[config.mk]
export PLATFORM = sky130hd
export DESIGN_NAME = udp_port_demux_table_flat
export DESIGN_NICKNAME = d
export VERILOG_FILES = /design/src/hdl/upd_pkg.sv /design/src/hdl/upd_if.sv /design/src/hdl/udp_port_demux_table.sv /design/src/hdl/upd_cell.sv /design/src/flat_wrapper.sv
export SDC_FILE = /design/constraint.sdc
export NUM_CORES = 1
export LEC_CHECK = 0
export BUFFER_PORTS_ARGS = -buffer_cell sky130_fd_sc_hd__buf_2
export CORE_MARGIN = 1
export CORE_UTILIZATION = 41
export DETAILED_ROUTE_END_ITERATION = 10
export PLACE_DENSITY_LB_ADDON = 0.08
export RECOVER_POWER = 50
export SETUP_SLACK_MARGIN = 0.1
export SLEW_MARGIN = 20
export SYNTH_ARGS = -nofsm -noshare
export SYNTH_HDL_FRONTEND = slang
export SYNTH_HIERARCHICAL = 1
export SYNTH_SLANG_ARGS = --single-unit
[constraint.sdc]
create_clock -name clk_i -period 4.3 [get_ports clk_i]
set_input_delay 0.86 -clock clk_i [delete_from_list [all_inputs] [get_ports clk_i]]
set_output_delay 0.86 -clock clk_i [all_outputs]
set_load 0.01 [all_outputs]
[src/hdl/upd_pkg.sv]
// Shared types and codes for the UDP port demux table.
`timescale 1ns / 1ps

package upd_pkg;

  typedef enum logic [1:0] {
    OP_BIND   = 2'd0,
    OP_UNBIND = 2'd1,
    OP_RECV   = 2'd2,
    OP_NONE   = 2'd3
  } op_e;

  typedef enum logic [2:0] {
    ST_OK        = 3'd0,
    ST_FULL      = 3'd1,
    ST_DELIVERED = 3'd2,
    ST_SHORT     = 3'd3,
    ST_UNBOUND   = 3'd4
  } status_e;

  localparam logic [15:0] HDR_BYTES = 16'd8;

  // Command word walking down the cell chain, with the answer built so far.
  typedef struct packed {
    logic        vld;
    op_e         op;
    logic [15:0] port;
    logic [3:0]  hid;
    logic        done;
    status_e     status;
    logic [3:0]  handler;
    logic [2:0]  slot;
  } tok_t;

  typedef struct packed {
    status_e     status;
    logic [3:0]  handler;
    logic [15:0] sport;
    logic [15:0] pay_len;
    logic [2:0]  slot;
  } rsp_t;

endpackage

[src/hdl/upd_if.sv]
// Request and response channel interfaces of the UDP port demux table.
`timescale 1ns / 1ps

interface upd_req_if;
  logic        valid;
  logic        ready;
  logic [1:0]  operation;
  logic [15:0] port;
  logic [3:0]  handler_id;
  logic [15:0] available_length;
  logic [15:0] source_port;
  logic [15:0] length_field;

  modport source (output valid, operation, port, handler_id, available_length,
                  source_port, length_field, input ready);
  modport sink (input valid, operation, port, handler_id, available_length,
                source_port, length_field, output ready);
endinterface

interface upd_rsp_if;
  logic        valid;
  logic        ready;
  logic [2:0]  status;
  logic [3:0]  delivered_handler;
  logic [15:0] delivered_source_port;
  logic [15:0] payload_length;
  logic [2:0]  slot_index;

  modport source (output valid, status, delivered_handler, delivered_source_port,
                  payload_length, slot_index, input ready);
  modport sink (input valid, status, delivered_handler, delivered_source_port,
                payload_length, slot_index, output ready);
endinterface

[src/hdl/udp_port_demux_table.sv]
// UDP port demux table: a chain of binding cells walked by each command word.
// A word passes every cell, then a hold register and the output register; it visits
// one cell per cycle. A new word is taken once the last result has left the hold
// register, so a finished result may wait on the output while the next word walks.
// Reset (async, active low) clears all bindings and empties the pipeline.
`timescale 1ns / 1ps

module udp_port_demux_table #(
  parameter int SLOTS        = 8,
  parameter int HANDLER_BITS = 4
) (
  input  logic      clk_i,
  input  logic      rst_ni,
  upd_req_if.sink   req_i,
  upd_rsp_if.source rsp_o
);

  upd_pkg::tok_t  tok [SLOTS+1];
  upd_pkg::op_e   op_in;
  logic           accept;
  logic           short_hdr;
  logic           busy_q;
  logic           hold_v_q, out_v_q;
  logic           hold_take;
  logic [15:0]    sport_q, lenf_q;
  upd_pkg::rsp_t  hold_q, out_q;
  upd_pkg::rsp_t  fin;

  assign op_in     = upd_pkg::op_e'(req_i.operation);
  assign req_i.ready = !busy_q;
  assign accept    = req_i.valid && !busy_q;
  assign short_hdr = (req_i.available_length < upd_pkg::HDR_BYTES);

  always_comb begin
    tok[0]         = '0;
    tok[0].vld     = accept;
    tok[0].op      = op_in;
    tok[0].port    = req_i.port;
    tok[0].hid     = req_i.handler_id;
    tok[0].handler = '0;
    tok[0].slot    = '0;
    unique case (op_in)
      upd_pkg::OP_BIND: begin
        tok[0].done   = 1'b0;
        tok[0].status = upd_pkg::ST_FULL;
      end
      upd_pkg::OP_RECV: begin
        tok[0].done   = short_hdr;
        tok[0].status = short_hdr ? upd_pkg::ST_SHORT : upd_pkg::ST_UNBOUND;
      end
      default: begin
        tok[0].done   = 1'b1;
        tok[0].status = upd_pkg::ST_OK;
      end
    endcase
  end

  for (genvar gi = 0; gi < SLOTS; gi++) begin : g_cell
    upd_cell #(
      .HANDLER_BITS(HANDLER_BITS),
      .SLOT_IDX    (gi)
    ) u_cell (
      .clk_i (clk_i),
      .rst_ni(rst_ni),
      .tok_i (tok[gi]),
      .tok_o (tok[gi+1])
    );
  end

  // fill in datagram fields once the word leaves the chain
  always_comb begin
    fin.status  = tok[SLOTS].status;
    fin.handler = tok[SLOTS].handler;
    fin.slot    = tok[SLOTS].slot;
    if (tok[SLOTS].status == upd_pkg::ST_DELIVERED) begin
      fin.sport   = sport_q;
      fin.pay_len = lenf_q - upd_pkg::HDR_BYTES;
    end else begin
      fin.sport   = '0;
      fin.pay_len = '0;
    end
  end

  assign hold_take = hold_v_q && (!out_v_q || rsp_o.ready);

  always_ff @(posedge clk_i) begin
    if (accept) begin
      sport_q <= req_i.source_port;
      lenf_q  <= req_i.length_field;
    end
    if (tok[SLOTS].vld) begin
      hold_q <= fin;
    end
    if (hold_take) begin
      out_q <= hold_q;
    end
  end

  always_ff @(posedge clk_i or negedge rst_ni) begin
    if (!rst_ni) begin
      busy_q   <= 1'b0;
      hold_v_q <= 1'b0;
      out_v_q  <= 1'b0;
    end else begin
      if (accept) begin
        busy_q <= 1'b1;
      end else if (hold_take) begin
        busy_q <= 1'b0;
      end
      if (tok[SLOTS].vld) begin
        hold_v_q <= 1'b1;
      end else if (hold_take) begin
        hold_v_q <= 1'b0;
      end
      if (hold_take) begin
        out_v_q <= 1'b1;
      end else if (rsp_o.ready) begin
        out_v_q <= 1'b0;
      end
    end
  end

  assign rsp_o.valid                 = out_v_q;
  assign rsp_o.status                = out_q.status;
  assign rsp_o.delivered_handler     = out_q.handler;
  assign rsp_o.delivered_source_port = out_q.sport;
  assign rsp_o.payload_length        = out_q.pay_len;
  assign rsp_o.slot_index            = out_q.slot;

endmodule

[src/hdl/upd_cell.sv]
// One table slot: holds a binding and acts on the command word passing by.
`timescale 1ns / 1ps

module upd_cell #(
  parameter int HANDLER_BITS = 4,
  parameter int SLOT_IDX     = 0
) (
  input  logic          clk_i,
  input  logic          rst_ni,
  input  upd_pkg::tok_t tok_i,
  output upd_pkg::tok_t tok_o
);

  localparam logic [2:0] SlotCode = 3'(SLOT_IDX);

  logic                    valid_q, valid_d;
  logic [15:0]             port_q, port_d;
  logic [HANDLER_BITS-1:0] hid_q, hid_d;
  upd_pkg::tok_t           tok_q, tok_d;
  logic                    match;

  assign match = (port_q == tok_i.port);

  always_comb begin
    tok_d   = tok_i;
    valid_d = valid_q;
    port_d  = port_q;
    hid_d   = hid_q;
    if (tok_i.vld) begin
      unique case (tok_i.op)
        upd_pkg::OP_BIND: begin
          // first empty slot or same port claims the bind
          if (!tok_i.done && (!valid_q || match)) begin
            valid_d      = 1'b1;
            port_d       = tok_i.port;
            hid_d        = HANDLER_BITS'(tok_i.hid);
            tok_d.done   = 1'b1;
            tok_d.status = upd_pkg::ST_OK;
            tok_d.slot   = SlotCode;
          end
        end
        upd_pkg::OP_UNBIND: begin
          // clear on port match, valid or not
          if (match) begin
            valid_d = 1'b0;
            port_d  = '0;
            hid_d   = '0;
          end
        end
        upd_pkg::OP_RECV: begin
          if (!tok_i.done && valid_q && match) begin
            tok_d.done    = 1'b1;
            tok_d.status  = upd_pkg::ST_DELIVERED;
            tok_d.handler = 4'(hid_q);
            tok_d.slot    = SlotCode;
          end
        end
        default: begin
        end
      endcase
    end
  end

  always_ff @(posedge clk_i or negedge rst_ni) begin
    if (!rst_ni) begin
      valid_q <= 1'b0;
      port_q  <= '0;
      hid_q   <= '0;
      tok_q   <= '0;
    end else begin
      valid_q <= valid_d;
      port_q  <= port_d;
      hid_q   <= hid_d;
      tok_q   <= tok_d;
    end
  end

  assign tok_o = tok_q;

endmodule

[src/flat_wrapper.sv]
// flat-port wrapper written by rule: the top's interface ports become plain ports
module udp_port_demux_table_flat 
#(
  parameter int SLOTS        = 8,
  parameter int HANDLER_BITS = 4
)
  (clk_i, rst_ni, req_i_valid, req_i_operation, req_i_port, req_i_handler_id, req_i_available_length, req_i_source_port, req_i_length_field, req_i_ready, rsp_o_valid, rsp_o_status, rsp_o_delivered_handler, rsp_o_delivered_source_port, rsp_o_payload_length, rsp_o_slot_index, rsp_o_ready);
  upd_req_if req_i_i ();
  upd_rsp_if rsp_o_i ();
  input  logic clk_i;
  input  logic rst_ni;
  input wire logic [$bits(req_i_i.valid)-1:0] req_i_valid;
  input wire logic [$bits(req_i_i.operation)-1:0] req_i_operation;
  input wire logic [$bits(req_i_i.port)-1:0] req_i_port;
  input wire logic [$bits(req_i_i.handler_id)-1:0] req_i_handler_id;
  input wire logic [$bits(req_i_i.available_length)-1:0] req_i_available_length;
  input wire logic [$bits(req_i_i.source_port)-1:0] req_i_source_port;
  input wire logic [$bits(req_i_i.length_field)-1:0] req_i_length_field;
  output wire logic [$bits(req_i_i.ready)-1:0] req_i_ready;
  output wire logic [$bits(rsp_o_i.valid)-1:0] rsp_o_valid;
  output wire logic [$bits(rsp_o_i.status)-1:0] rsp_o_status;
  output wire logic [$bits(rsp_o_i.delivered_handler)-1:0] rsp_o_delivered_handler;
  output wire logic [$bits(rsp_o_i.delivered_source_port)-1:0] rsp_o_delivered_source_port;
  output wire logic [$bits(rsp_o_i.payload_length)-1:0] rsp_o_payload_length;
  output wire logic [$bits(rsp_o_i.slot_index)-1:0] rsp_o_slot_index;
  input wire logic [$bits(rsp_o_i.ready)-1:0] rsp_o_ready;
  assign req_i_i.valid = req_i_valid;
  assign req_i_i.operation = req_i_operation;
  assign req_i_i.port = req_i_port;
  assign req_i_i.handler_id = req_i_handler_id;
  assign req_i_i.available_length = req_i_available_length;
  assign req_i_i.source_port = req_i_source_port;
  assign req_i_i.length_field = req_i_length_field;
  assign req_i_ready = req_i_i.ready;
  assign rsp_o_valid = rsp_o_i.valid;
  assign rsp_o_status = rsp_o_i.status;
  assign rsp_o_delivered_handler = rsp_o_i.delivered_handler;
  assign rsp_o_delivered_source_port = rsp_o_i.delivered_source_port;
  assign rsp_o_payload_length = rsp_o_i.payload_length;
  assign rsp_o_slot_index = rsp_o_i.slot_index;
  assign rsp_o_i.ready = rsp_o_ready;
  udp_port_demux_table #(.SLOTS(SLOTS), .HANDLER_BITS(HANDLER_BITS)) u_core (.clk_i(clk_i), .rst_ni(rst_ni), .req_i(req_i_i), .rsp_o(rsp_o_i));
endmodule
After elaboration in Yosys (flattened, before gate mapping)
Index checks and enable logic that the tools add are counted.

word-level totals
  flip-flop bits (word level) = 536
  bits of input ports = 74
  output and inout port bits = 44
  word-level logic and storage cells = 356

cells by class
  $add $sub $neg = 1
  magnitude comparators = 1
  equal/unequal tests = 41
  muxes and demuxes = 134
  reduce and logical (&&, ||, !) cells = 80

operator list
  kind                     count
  $mux W16                 16
  $pmux W16 S2             8
  $mux W11                 14
  $eq A16 B16 Y1           8
  $pmux W4 S2              16
  $mux W4                  31
  $pmux W3 S2              8
  $ne A2 B2 Y1 const B     16
  $reduce_and A4 Y1        8
  $mux W3                  10
  $logic_and A1 B1 Y1      26
  $reduce_bool A2 Y1       11
  $mux W1                  21
  $mux W10                 2
  $logic_not A1 Y1         18
  $eq A2 B1 Y1 const B     8
  $eq A2 B2 Y1 const B     8
  $logic_not A2 Y1         8
  $lt A16 B4 Y1 const B    1
  $pmux W1 S2              8
  $sub A16 B4 Y16 const B  1
  $logic_or A1 B1 Y1       9
  $eq A3 B2 Y1 const B     1

Longest topological paths before layout
Gate-level depths: netlist (run 1).

  depth after elaboration = 9
  gate-level depth with buffers = 9

Hierarchy
Netlist (run 1), hierarchy kept.

modules (own cells, without submodules)
  module                                  instances  cells each  area an instance (um2)  sequential area each (um2)
  upd_cell (u_core.g_cell[3].u_cell ...)  4          127         1956.9                  1376.3
  upd_cell (u_core.g_cell[1].u_cell ...)  3          174         2138.3                  1376.3
  udp_port_demux_table                    1          209         4124.0                  3558.4
  upd_cell (u_core.g_cell[0].u_cell)      1          131         1960.6                  1376.3

Least setup slack after synthesis (run 1)
Ideal clock, no wire load.

  kind = input-to-reg
  from = input req_i_valid
  to = register u_core.g_cell[0].u_cell.hid_q[0]
  setup time = 121 ps
  arrival time = 3627 ps
  data required time = 4179 ps
  path slack = 552 ps
  cell stages on the path = 7
  cell sequence = nor2b_1 > nor3b_1 > nand2_1 > inv_1 > o21ai_0 > buf_2 > a22o_1

between the ends
  word-level cells in the longest chain between the ends = 2

RTL lines
  element                             line                        source
  start: declaration                  flat_wrapper.sv:12          input wire logic [$bits(req_i_i.valid)-1:0] req_i_valid;
  $logic_and A1 B1 Y1                 udp_port_demux_table.sv:31  assign accept = req_i.valid && !busy_q;
  $reduce_and A4 Y1 (no source line)  -
  end signal: assignment              upd_cell.sv:73              hid_q <= hid_d;
  end: declaration                    upd_cell.sv:18              logic [HANDLER_BITS-1:0] hid_q, hid_d;

Every way passes these cells.
A chain may end at the register's enable or synchronous reset.

Worst setup path in the final report (run 1)
  from = register u_core.busy_q
  to = register u_core.g_cell[0].u_cell.port_q[2]

between the ends
  word-level cells in the longest chain between the ends = 3

RTL lines
  element                             line                         source
  start: declaration                  udp_port_demux_table.sv:22   logic busy_q;
  start signal: assignment            udp_port_demux_table.sv:101  busy_q <= 1'b0;
  start signal: assignment            udp_port_demux_table.sv:106  busy_q <= 1'b1;
  start signal: assignment            udp_port_demux_table.sv:108  busy_q <= 1'b0;
  $logic_not A1 Y1                    udp_port_demux_table.sv:31
  $logic_and A1 B1 Y1                 udp_port_demux_table.sv:31
  named net u_core.accept             udp_port_demux_table.sv:20   logic accept;
  $reduce_and A4 Y1 (no source line)  -
  end signal: assignment              upd_cell.sv:72               port_q <= port_d;
  end: declaration                    upd_cell.sv:17               logic [15:0] port_q, port_d;

The timed path passes the listed nets, and every way through them passes these cells.

==> qor.csv, run 1 <==
stage,metric,value,unit
run_status,status,"finished, violations left",
run_status,failing checks,"max-capacitance violations, max-slew violations",
clock_tree,cts bufs inserted,55,
cells_and_area,Ant. Diodes,0,
sta,setup_tns,0,ns
detailed_routing,Pre-Repair DR Iteration Count,4,
clock_tree,Worst-path clk slew,0.06,ns
floorplan,DIE AREA,0.04903,mm^2
detailed_routing,initial drt markers,614,
synth,Syn. warnings,6,
grt,pin count of the biggest net entering global routing,120,
floorplan,Placeable Area,0.04765,mm^2
worst_setup_path,critical-path maximum fanout,36,
sta,count of pins over their slew limit,179,
clock_tree,Max clock buf depth,3,
place,GPL Wtd Cong,0.7776,
sta,relative slew slack,-36.30,%
grt,GRT overflow,0,
power_and_ir_drop,Tot Pwr,12.30,mW
detailed_routing,via count,10680,
worst_setup_path,critical path class,reg -> reg,
worst_setup_path,Required @ worst endpoint,4.77,ns
grt,first-pass GRT wire length,59530,um
cells_and_area,Syn-to-layout area delta,14.74,%
detailed_routing,Metal-1 WL,16300,um
power_and_ir_drop,Pleak,9.416,nW
sta,Final min period,3.164,ns
sta,Worst Max-Slew Pin Slew,2.044,ns
detailed_routing,Final ANT Viol Nets,0,
clock_tree,CTS HTree Levels,2,
cells_and_area,ratio of cells with drive above 1 in the final layout,17.02,%
detailed_routing,Met2 Wirelength,16650,um
clock_tree,CTS root buf,clkbuf_16,
clock_tree,CTS tree,built,
cells_and_area,Final Util,47.54,%
floorplan,Starting Density,41.43,%
sta,Fmax,316.0,MHz
detailed_routing,met3 wire len,1243,um
sta,Hold Fails Final Rpt,0,
clock_tree,CTS sink cnt,536,
sta,RSZ-0062 raised after global routing,no,
place,Port Buf Inserts,114,
synth,Mapped Area,0.01974,mm^2
hold_path,Hold Path Class,in -> async,
floorplan,die width,221.4,um
synth,cell count after synthesis,1346,
floorplan,row count,80,
worst_setup_path,Worst EP arrival,3.63,ns
grt,antenna violations before repair,0,
sta,Worst Skew,0.02115,ns
detailed_routing,Routed WL,34970,um
detailed_routing,highest routed layer,met4,
grt,GRT Util Overall,14.82,%
worst_setup_path,CP Launch Type,flip-flop,
power_and_ir_drop,pwr dens,543.1,mW/mm^2
clock_tree,worst-skew pair later-pin latency,0.59,ns
grt,vias in the first global route,11090,
sta,Final Setup Violations,0,
detailed_routing,vias per cell,4.983,
place,placed cell area,0.02092,mm^2
sta,Final period util,73.59,%
clock_tree,CTS-repair resized insts,0,
cells_and_area,# nets final,1559,
detailed_routing,WL/cell,16.32,um
power_and_ir_drop,VDD IR-drop max,290.8,uV
cells_and_area,Filler Cells Inserted,4222,
place,detailed placement HPWL,22770,um
cells_and_area,design area,0.02265,mm^2
clock_tree,hold_buf cts,0,
clock_tree,number of post-CTS setup repair buffers,0,
floorplan,chip height,221.4,um
worst_setup_path,CP endpoint kind,flip-flop,
flow_run,Max-cap violations,3,
detailed_routing,DRC violations left,0,
floorplan,Top Ports,118,
synth,syn_area_per_cell,14.67,um^2
[where the power goes]
part           total, mW  switching (mW)  leakage [nW]  internal, mW
Sequential          6.31           0.396          6.33          5.92
Clock               4.69            1.89         0.913          2.80
Combinational       1.30           0.760          2.17         0.545
[stage by stage]
| stage | setup slack [ns] | instances | hold WS, ns |
|---|---|---|---|
| floorplan | 0.5525 | 1352 | 0.3533 |
| global placement | 1.401 | 2042 | 0.3681 |
| detailed placement | 1.324 | 2042 | 0.3686 |
| CTS | 1.704 | 2143 | 0.3490 |
| global route | 0.8836 | 2143 | 0.3520 |
| finish | 1.136 | 2143 | 0.3549 |
[worst paths after layout]
kind,end,from,slack (ns),cells after the start
max,u_core/g_cell[0].u_cell/port_q[2],u_core/busy_q,1.14,6
min reg2reg,u_core/g_cell[1].u_cell/tok_o[12],u_core/g_cell[0].u_cell/tok_o[12],0.38,0
max reg2reg,u_core/g_cell[0].u_cell/port_q[2],u_core/busy_q,1.14,6
max in group asynchronous,u_core/g_cell[5].u_cell/tok_o[31],rst_ni,1.69,2
min in group clk_i,u_core/g_cell[1].u_cell/tok_o[12],u_core/g_cell[0].u_cell/tok_o[12],0.38,0
min,u_core/g_cell[7].u_cell/port_q[5],rst_ni,0.35,1
[registers in the layout (all words and copies together), names as in the netlist]
name / count
u_core/g_cell.u_cell/hid_q: 32
u_core/busy_q: 1
u_core/rsp_o.valid: 1
u_core/g_cell.u_cell/tok_o: 249
u_core/rsp_o.payload_length: 16
u_core/rsp_o.status: 3
u_core/lenf_q: 16
u_core/hold_v_q: 1
u_core/rsp_o.slot_index: 3
u_core/g_cell.u_cell/port_q: 128
u_core/sport_q: 16
u_core/rsp_o.delivered_source_port: 16
u_core/rsp_o.delivered_handler: 4
u_core/g_cell.u_cell/valid_q: 8
u_core/hold_q: 42
[worst max-delay path, cell delays in order, from the launching register on]
cell and delay, ns:
dfrtp_1 0.38, nor2b_1 0.25, clkbuf_1 1.50, and3_1 0.37, o21ai_1 0.09, buf_4 0.23
a22o_1 0.20
[cell type report]
type,instances,area (um^2),area share [%]
Clock buffer,84,1678,7.407
Clock inverter,17,141.4,0.6242
Inverter,25,93.84,0.4143
Multi-Input combinational cell,731,5259,23.22
Sequential cell,536,13990,61.78
Tap cell,615,769.5,3.397
Timing Repair Buffer,135,715.7,3.160
[placed cells by master (no fill, tap or decap), types with 6 or more instances in the layout]
master / n
a21oi_1: 74
a22o_1: 96
and2_0: 9
and2_1: 21
and3_1: 21
buf_2: 91
buf_4: 13
clkbuf_1: 38
clkbuf_16: 57
clkbuf_8: 15
clkinv_2: 12
conb_1: 7
dfrtp_1: 419
edfxtp_1: 116
inv_1: 25
mux2_1: 6
mux2_2: 26
nand2b_1: 24
nand3_1: 71
nand3b_1: 7
nand4_1: 37
nor2_1: 24
nor3b_1: 7
nor4_2: 7
o21a_1: 9
o21ai_0: 64
o41ai_2: 7
or4_1: 7
xnor2_1: 130
[layer usage]
layer / vias to the layer above / GRT usage, %
met5: - / 0
met4: 0 / 4.256
met3: 62 / 2.961
met2: 159 / 24.13
met1: 5312 / 20.22
li1: 5145 / -
Power figures use the tool's default switching activity.
==> inputs of run 2 (changes only) <==
==> constraint.sdc (replaced) <==
create_clock -name clk_i -period 2.85 [get_ports clk_i]
set_input_delay 0.57 -clock clk_i [delete_from_list [all_inputs] [get_ports clk_i]]
set_output_delay 0.57 -clock clk_i [all_outputs]
set_load 0.01 [all_outputs]
==> run 2 against run 1 <==
  * The run still ends with max-capacitance violations, max-slew violations left
  * Die area is the same
  * Fmax increased by 32%
  * Total power up 51%
  * Non-clock buffer count rose by 7
  * Routed wire length increased by 0.42%
  * Critical path depth is the same
  * Sequential share of layout area fell by 0.14 points
  * Clock power increased by 50%
  * Clock skew is 0.0085 ns lower
  * Combinational power increased by 53%
  * Critical endpoint is now u_core/g_cell[0].u_cell/port_q[0]
==> qor.csv, run 2 (synthesis results as in run 1) <==
stage,metric,value,unit,change
worst_setup_path,CP Launch Type,flip-flop,,
clock_tree,CTS sink cnt,536,,unchanged
floorplan,Starting Density,41.43,%,unchanged
floorplan,die width,221.4,um,unchanged
sta,count of pins over their slew limit,44,,-75%
detailed_routing,vias per cell,4.993,,+0.20%
grt,antenna violations before repair,1,,+1
worst_setup_path,critical path class,reg -> reg,,
detailed_routing,WL/cell,16.32,um,about the same
power_and_ir_drop,pwr dens,816.9,mW/mm^2,+50%
cells_and_area,# nets final,1565,,+0.38%
place,detailed placement HPWL,23010,um,+1.0%
sta,worst setup margin,0.4582,ns,-0.6774 ns
power_and_ir_drop,Pleak,9.438,nW,+0.24%
detailed_routing,via count,10740,,+0.57%
worst_setup_path,cell family with most CP delay,buffers and inverters,,
detailed_routing,Final ANT Viol Nets,0,,unchanged
worst_setup_path,Critical Path Source,u_core/busy_q,,
detailed_routing,initial drt markers,567,,-7.7%
sta,relative slew slack,-20.70,%,+16 points
hold_path,min-delay src,req_i_handler_id[0],,
clock_tree,cts bufs inserted,54,,-1.8%
clock_tree,CTS-repair resized insts,0,,unchanged
worst_setup_path,critical-path maximum fanout,36,,unchanged
detailed_routing,Routed WL,35110,um,+0.42%
clock_tree,number of post-CTS setup repair buffers,0,,unchanged
worst_setup_path,Buf/Inv on CP,2,,unchanged
sta,Fmax,418.1,MHz,+32%
clock_tree,Max clock buf depth,3,,unchanged
detailed_routing,DRC violations left,0,,unchanged
grt,GRT overflow,0,,unchanged
sta,Worst Max-Slew Pin Slew,1.810,ns,-0.2340 ns
place,Port Buf Inserts,114,,unchanged
power_and_ir_drop,VDD IR-drop max,465.7,uV,+60%
cells_and_area,max reg flops,249,,unchanged
clock_tree,CTS HTree Levels,2,,unchanged
worst_setup_path,Worst EP arrival,2.86,ns,-0.77 ns
grt,pin count of the biggest net entering global routing,82,,-32%
sta,setup_tns,0,ns,unchanged
hold_path,Hold Path Class,in -> reg,,
floorplan,Placeable Area,0.04765,mm^2,unchanged
worst_setup_path,r2r startpoint,u_core/busy_q,,
flow_run,Max-cap violations,1,,-2
sta,Final period util,83.92,%,+10 points
floorplan,row count,80,,unchanged
clock_tree,worst-skew pair later-pin latency,0.58,ns,about the same
run_status,failing checks,"max-capacitance violations, max-slew violations",,
cells_and_area,ratio of cells with drive above 1 in the final layout,17.07,%,+0.053 points
clock_tree,Worst-path clk slew,0.06,ns,about the same
cells_and_area,Filler Cells Inserted,4198,,-0.57%
place,DP Cell Count,2048,,+0.29%
sta,RSZ-0062 raised after global routing,no,,
place,GPL Wtd Cong,0.7743,,-0.42%
grt,first-pass GRT wire length,59690,um,+0.27%
sta,Hold Fails Final Rpt,0,,unchanged
sta,Final Setup Violations,0,,unchanged
floorplan,Top Ports,118,,unchanged
worst_setup_path,Required @ worst endpoint,3.31,ns,-1.46 ns
clock_tree,CTS root buf,clkbuf_16,,
worst_setup_path,CP endpoint kind,flip-flop,,
cells_and_area,Finished Layout Cells,2151,,+0.37%
clock_tree,CTS tree,built,,
worst_setup_path,"slowest stage delay, CP",0.78,ns,-0.72 ns
worst_setup_path,critical path's slowest cell,clkbuf_2,,
cells_and_area,"commonest non-fill, non-tap cells in the layout","dfrtp_1 (420), xnor2_1 (130), edfxtp_1 (116)",,
floorplan,DIE AREA,0.04903,mm^2,unchanged
sta,Worst Skew,0.01266,ns,-0.008485 ns
detailed_routing,Pre-Repair DR Iteration Count,6,,+2
cells_and_area,"commonest non-fill, non-tap cell in the layout",dfrtp_1,,
cells_and_area,Final Util,47.64,%,+0.10 points
power_and_ir_drop,Tot Pwr,18.54,mW,+51%
sta,Final min period,2.392,ns,-0.7726 ns
grt,vias in the first global route,11100,,+0.036%
place,Post-Place Setup Slack,0.1922,ns,-1.131 ns
run_status,status,"finished, violations left",,
worst_setup_path,crit-path cells,nor2b_1 > clkbuf_2 > and3_1 > o21ai_1 > buf_4 > a22o_1,,
grt,GRT Util Overall,14.92,%,+0.10 points
floorplan,chip height,221.4,um,unchanged
cells_and_area,Syn-to-layout area delta,14.99,%,
## run 2: path summary, 6_finish.rpt
path	cells after the start	end	slack [ns]
setup / recovery	6	u_core/g_cell[0].u_cell/port_q[0]	0.46
setup reg to reg	6	u_core/g_cell[0].u_cell/port_q[0]	0.46
hold reg to reg	0	u_core/g_cell[5].u_cell/tok_o[14]	0.38
min in group asynchronous	2	u_core/g_cell[7].u_cell/port_q[10]	0.54
hold / removal	1	u_core/g_cell[0].u_cell/tok_o[11]	0.12
max in group asynchronous	3	u_core/g_cell[6].u_cell/tok_o[2]	0.59
## run 2: what timing repair did
item | CTS | global route
hold buffers | 1 | 0
endpoints found under the setup margin | 0 | 0
hold endpoints to repair | 8 | 0
## run 2: layout make-up
type	count	area, um^2	share of cell area [%]
repair buffers	142	780.7	3.439
clock inverters	22	183.9	0.8102
well taps	615	769.5	3.390
diodes	1	2.502	0.01102
inverters	25	93.84	0.4134
clock buffers	79	1619	7.132
multi-input cells	731	5258	23.16
flip-flops and latches	536	13990	61.64
## run 2: metal layers
metal | GRT usage, % | vias up | routed length, um
li1 | - | 5157 | -
met1 | 20.40 | 5375 | 16450
met2 | 24.08 | 156 | 16670
met3 | 2.616 | 51 | 1208
met4 | 5.264 | 0 | 785
met5 | 0 | - | 0
## run 2: report_power, final
group / internal [mW] / total [mW] / switching, mW / leakage, nW
Sequential: 8.93 / 9.52 / 0.598 / 6.33
Combinational: 0.837 / 1.99 / 1.16 / 2.21
Clock: 4.19 / 7.03 / 2.83 / 0.892
## run 2: per-stage QoR
step	instance area, um^2	hold slack (ns)
final	22700	0.1182
after global routing	22700	0.08796
after CTS	22810	0.06978
after detailed placement	21000	0.3654
after global placement	21000	0.3652
after floorplan	19770	0.2744
